<file path="src/sorted_key_bitmap_table_defines.svh">
// assertion macros for the sorted key bitmap table
// used by the top level, no other dependencies
`ifndef SORTED_KEY_BITMAP_TABLE_DEFINES_SVH
`define SORTED_KEY_BITMAP_TABLE_DEFINES_SVH

// same-cycle implication
`define SKBT_ASSERT_SAME(label, ck, rs, ante, cons, msg) \
  label: assert property (@(posedge ck) disable iff (rs) (ante) |-> (cons)) else $error(msg);

// next-cycle implication
`define SKBT_ASSERT_NEXT(label, ck, rs, ante, cons, msg) \
  label: assert property (@(posedge ck) disable iff (rs) (ante) |=> (cons)) else $error(msg);

`endif

</file>
<file path="src/skbt_ram.sv">
// generic single-write, single-read ram with registered read data
// no dependencies
module skbt_ram #(
  parameter int WIDTH = 32,
  parameter int DEPTH = 64
) (
  input  logic                                  clk,
  input  logic                                  we,
  input  logic [((DEPTH > 1) ? $clog2(DEPTH) : 1)-1:0] waddr,
  input  logic [WIDTH-1:0]                      wdata,
  input  logic [((DEPTH > 1) ? $clog2(DEPTH) : 1)-1:0] raddr,
  output logic [WIDTH-1:0]                      rdata
);

  logic [WIDTH-1:0] mem [DEPTH];

  always_ff @(posedge clk) begin
    if (we) begin
      mem[waddr] <= wdata;
    end
    rdata <= mem[raddr];
  end

endmodule

</file>
<file path="config.mk">
export PLATFORM = sky130hd
export DESIGN_NAME = skbt_ram
export DESIGN_NICKNAME = d
export VERILOG_FILES = /design/src/sorted_key_bitmap_table_defines.svh /design/src/skbt_ram.sv
export SDC_FILE = /design/constraint.sdc
export NUM_CORES = 2
export LEC_CHECK = 0
export ABC_CLOCK_PERIOD_IN_PS = 5500
export BUFFER_PORTS_ARGS = -buffer_cell sky130_fd_sc_hd__buf_2
export CAP_MARGIN = 40
export CORE_MARGIN = 1.5
export CORE_UTILIZATION = 43
export DETAILED_ROUTE_END_ITERATION = 6
export GPL_ROUTABILITY_DRIVEN = 0
export SLEW_MARGIN = 20
export SYNTH_ARGS = -nofsm -noshare
export SYNTH_HDL_FRONTEND = slang
export SYNTH_SLANG_ARGS = --single-unit
</file>
<file path="constraint.sdc">
create_clock -name clk -period 5.5 [get_ports clk]
set_input_delay 1.1 -clock clk [delete_from_list [all_inputs] [get_ports clk]]
set_output_delay 1.1 -clock clk [all_outputs]
set_load 0.02 [all_outputs]
</file>
==> flow_results.org <==
** Power
- In this run the power density over the cells is 368 nW/um^2.
- Total power for the finished layout comes to 33.2 mW.
- Peak ir drop on the vdd network :: 308 uV
- The analysis attributes to cell leakage a power of 28.2 nW.

** CTS
- H-tree Lvls :: 4
- Clock tree synthesis found a total of 2080 sinks.
- # Post-CTS Setup Buffers :: 0
- Clock-pin slew was measured on the worst setup and hold paths at 60 ps.
- Total CTS buffers :: 201
- Resize count post-CTS :: 0
- Number of hold buffers added after CTS :: 0
- The cell sitting at the root of the clock tree is a clkbuf_16.
- TritonCTS clock tree :: done
- Clk_lat worst skew :: 850 ps
- Maximum buffer depth of the clock tree :: 3

** Logic synthesis
- By instance count, the leading cell after synthesis is edfxtp_1.
- Dividing the synthesized area by the synthesized cell count gives 23.6 sq um.
- Synthesis produced a netlist with a net count of 3370.
- Share of flip-flops with an asynchronous set or reset :: 0%
- Commonest cells in the netlist :: edfxtp_1 (2048), mux4_2 (544), nor2_1 (137), mux2i_1 (93), o22ai_1 (84)
- The synthesized design contains 2048 enable-type register cells.
- Synth Instances :: 3324
- Summing the sequential cell areas from Yosys gives 79.1% of the chip area.
- Synthesis warning total :: 0
- Summed over its instances, the top area cell type makes up 78.3% of the synthesized netlist area.
- The synthesized netlist occupies a cell area of 78500 sq um.
- The synthesized design spends more area on one cell type than any other, namely edfxtp_1.
- Synthesized flop and latch total :: 2080
- In the post-synthesis netlist, the biggest area contributors are edfxtp_1 (78%), mux4_2 (16%), mux2i_1 (1.2%), dfxtp_1 (0.82%), o22ai_1 (0.67%).
- Counting distinct cell types in the post-synthesis netlist gives 34.
- Among all flip-flop cells after synthesis, the most frequent one is edfxtp_1.

** Route
- DRC violation count after routing :: 0
- Post-detailed-route count of antenna-violating nets :: 0
- Initial DRC Count :: 4949
- After detailed routing, the average wire length per cell comes to 33.4 um.
- Via count :: 37200
- After detailed routing, the total wire length is 206000 um.
- Using the TritonRoute via totals, the vias-per-cell ratio works out to 6.02.
- The pre-antenna-repair detailed-routing pass consisted of 5 iterations.

** Timing
- Measured against its own limit, the worst slew margin works out to 38.4%.
- Of the available clock period, the critical path in the final layout requires 66.6%.
- In the final timing run, aggregate negative setup slack is 0 ps.
- Max Fclk :: 0.273 GHz
- Setup violations remaining at the end of the flow were counted as 0.
- Pins Over Slew Limit :: 0
- Setup repair after global routing missed its margin :: no
- At the pin with the least slew margin, the transition time is 918 ps.
- After layout, the minimum clock period comes to 3660 ps.
- Worst Skew :: 35.8 ps
- The final hold violation count is 0.
- Across all setup checks in the final design, the least slack found is 1840 ps.

** Status
- Status :: completed

** Floorplan
- Die width :: 430 um
- Initial Utilization :: 43.3%
- The floorplan step set the die height to 430 um.
- The die covers 185000 sq um.
- Row count :: 156
- In this run the count of I/O pins placed on the die edge is 78.
- Total core area :: 181000 sq um

** Critical path
- Startpoint type of the worst setup path :: input port
- Endpoint class of the critical path :: register
- Required time at the worst-slack endpoint :: 6140 ps
- Worst Setup Path Type :: input port to register
- Arrival time at the worst endpoint :: 4310 ps
- In this run the worst path has a maximum fanout of 40.
- Reg2Reg Setup Slack :: 2960 ps

** Global route
- Gr usage total :: 22.4%
- Entering global routing, the biggest net connects 72 pins.
- Initial antenna violation count :: 18
- The via count of the first global-routing pass was 37100.
- Global routing finished with a remaining overflow of 0.
- The first global-routing pass estimated 290000 um of wire.

** Layout
- After the last flow step, the layout net total stands at 3685.
- Number of filler instances in the final layout :: 14200
- The post-route netlist has 31.4% of its cells at a drive strength greater than 1.
- From synthesis to final layout, the design area changed by 15.0%.
- Summing all non-filler instances in the final layout gives an area of 90300 sq um.
- Once layout is complete, the cells apart from fillers number 6178.

** Placement
- The number of placed instances, taps included, is 5797.
- Post-Place Worst Slack :: 1000 ps
- Quantity of I/O buffers inserted on ports :: 77
- Area after detailed placement :: 83500 sq um
- Estimated wirelength of the detail-placed design :: 122000 um

** Job
- Max-capacitance violation count :: 0

** Worst hold path
- The path class of the tightest hold or removal check is input port to register.
## cells by family (layout without fill, tap and decap cells)
| logic type | count (synthesis) | after routing | share of synthesized area [%] |
|---|---|---|---|
| flops | 2080 | 2080 | 79.1 |
| mux | 637 | 637 | 16.8 |
| simple gates | 223 | 223 | 1.27 |
| compound gates | 202 | 202 | 1.67 |
| buf+inv | 182 | 660 | 1.13 |
| other cells | 0 | 6 | 0 |
## critical path, cell delays in order
cell	delay (ps)
buf_8	440
buf_12	340
buf_4	330
mux4_2	550
mux4_2	530
o22ai_1	670
nor2_1	270
## layer usage
layer	GRT usage, %	routed length [um]	vias to the layer above
li1	-	-	14900
met1	32.3	84900	20300
met2	35.0	97600	1666
met3	4.42	17700	277
met4	6.67	5950	6
met5	0	39	-
## per-stage QoR
step / util (%) / hold slack (ps)
finish: 49.8 / 537
global route: 49.8 / 504
detailed placement: 46.1 / 816
floorplan: - / 663
CTS: 49.7 / 573
global placement: 45.9 / 850
## area by class of cell
cell class / count / area, sq um / share of cell area [%]
multi-input cells: 1062 / 16000 / 17.7
repair buffers: 294 / 2600 / 2.88
clock buffers: 265 / 5490 / 6.08
well taps: 2370 / 2970 / 3.28
diodes: 6 / 15.0 / 0.0166
flip-flops and latches: 2080 / 62100 / 68.8
clock inverters: 101 / 1100 / 1.22
## sequential cells by signal (all words and copies together) (netlist names)
signal / flops
mem: 2048
rdata: 32
## report_power, final
group	leakage, nW	total [mW]	switching (mW)	internal (mW)
Combinational	6.26	1.77	1.15	0.622
Sequential	18.7	17.6	0.0808	17.5
Clock	3.21	13.8	5.90	7.91
## cell usage in the layout (no fill, tap or decap), types with 12 or more instances in the layout
cell and n:
a21oi_1 62, a22oi_1 12, buf_12 19, buf_16 14, buf_2 74, buf_4 177
bufinv_16 19, clkbuf_1 47, clkbuf_16 205, clkbuf_8 13, clkinv_1 34, clkinv_2 29
dfxtp_1 32, edfxtp_1 2048, mux2i_1 93, mux4_2 544, nand2_1 26, nor2_1 75
nor2_4 62, nor2b_1 15, o221ai_1 27, o22ai_1 84
## worst paths after layout
path | start | end | depth (start not counted)
min | wdata[10] | mem[59][10] | 1
min reg2reg | mem[12][4] | rdata[4] | 4
max reg2reg | mem[27][29] | rdata[29] | 4
max | raddr[0] | rdata[21] | 7
Power figures use the tool's default switching activity.
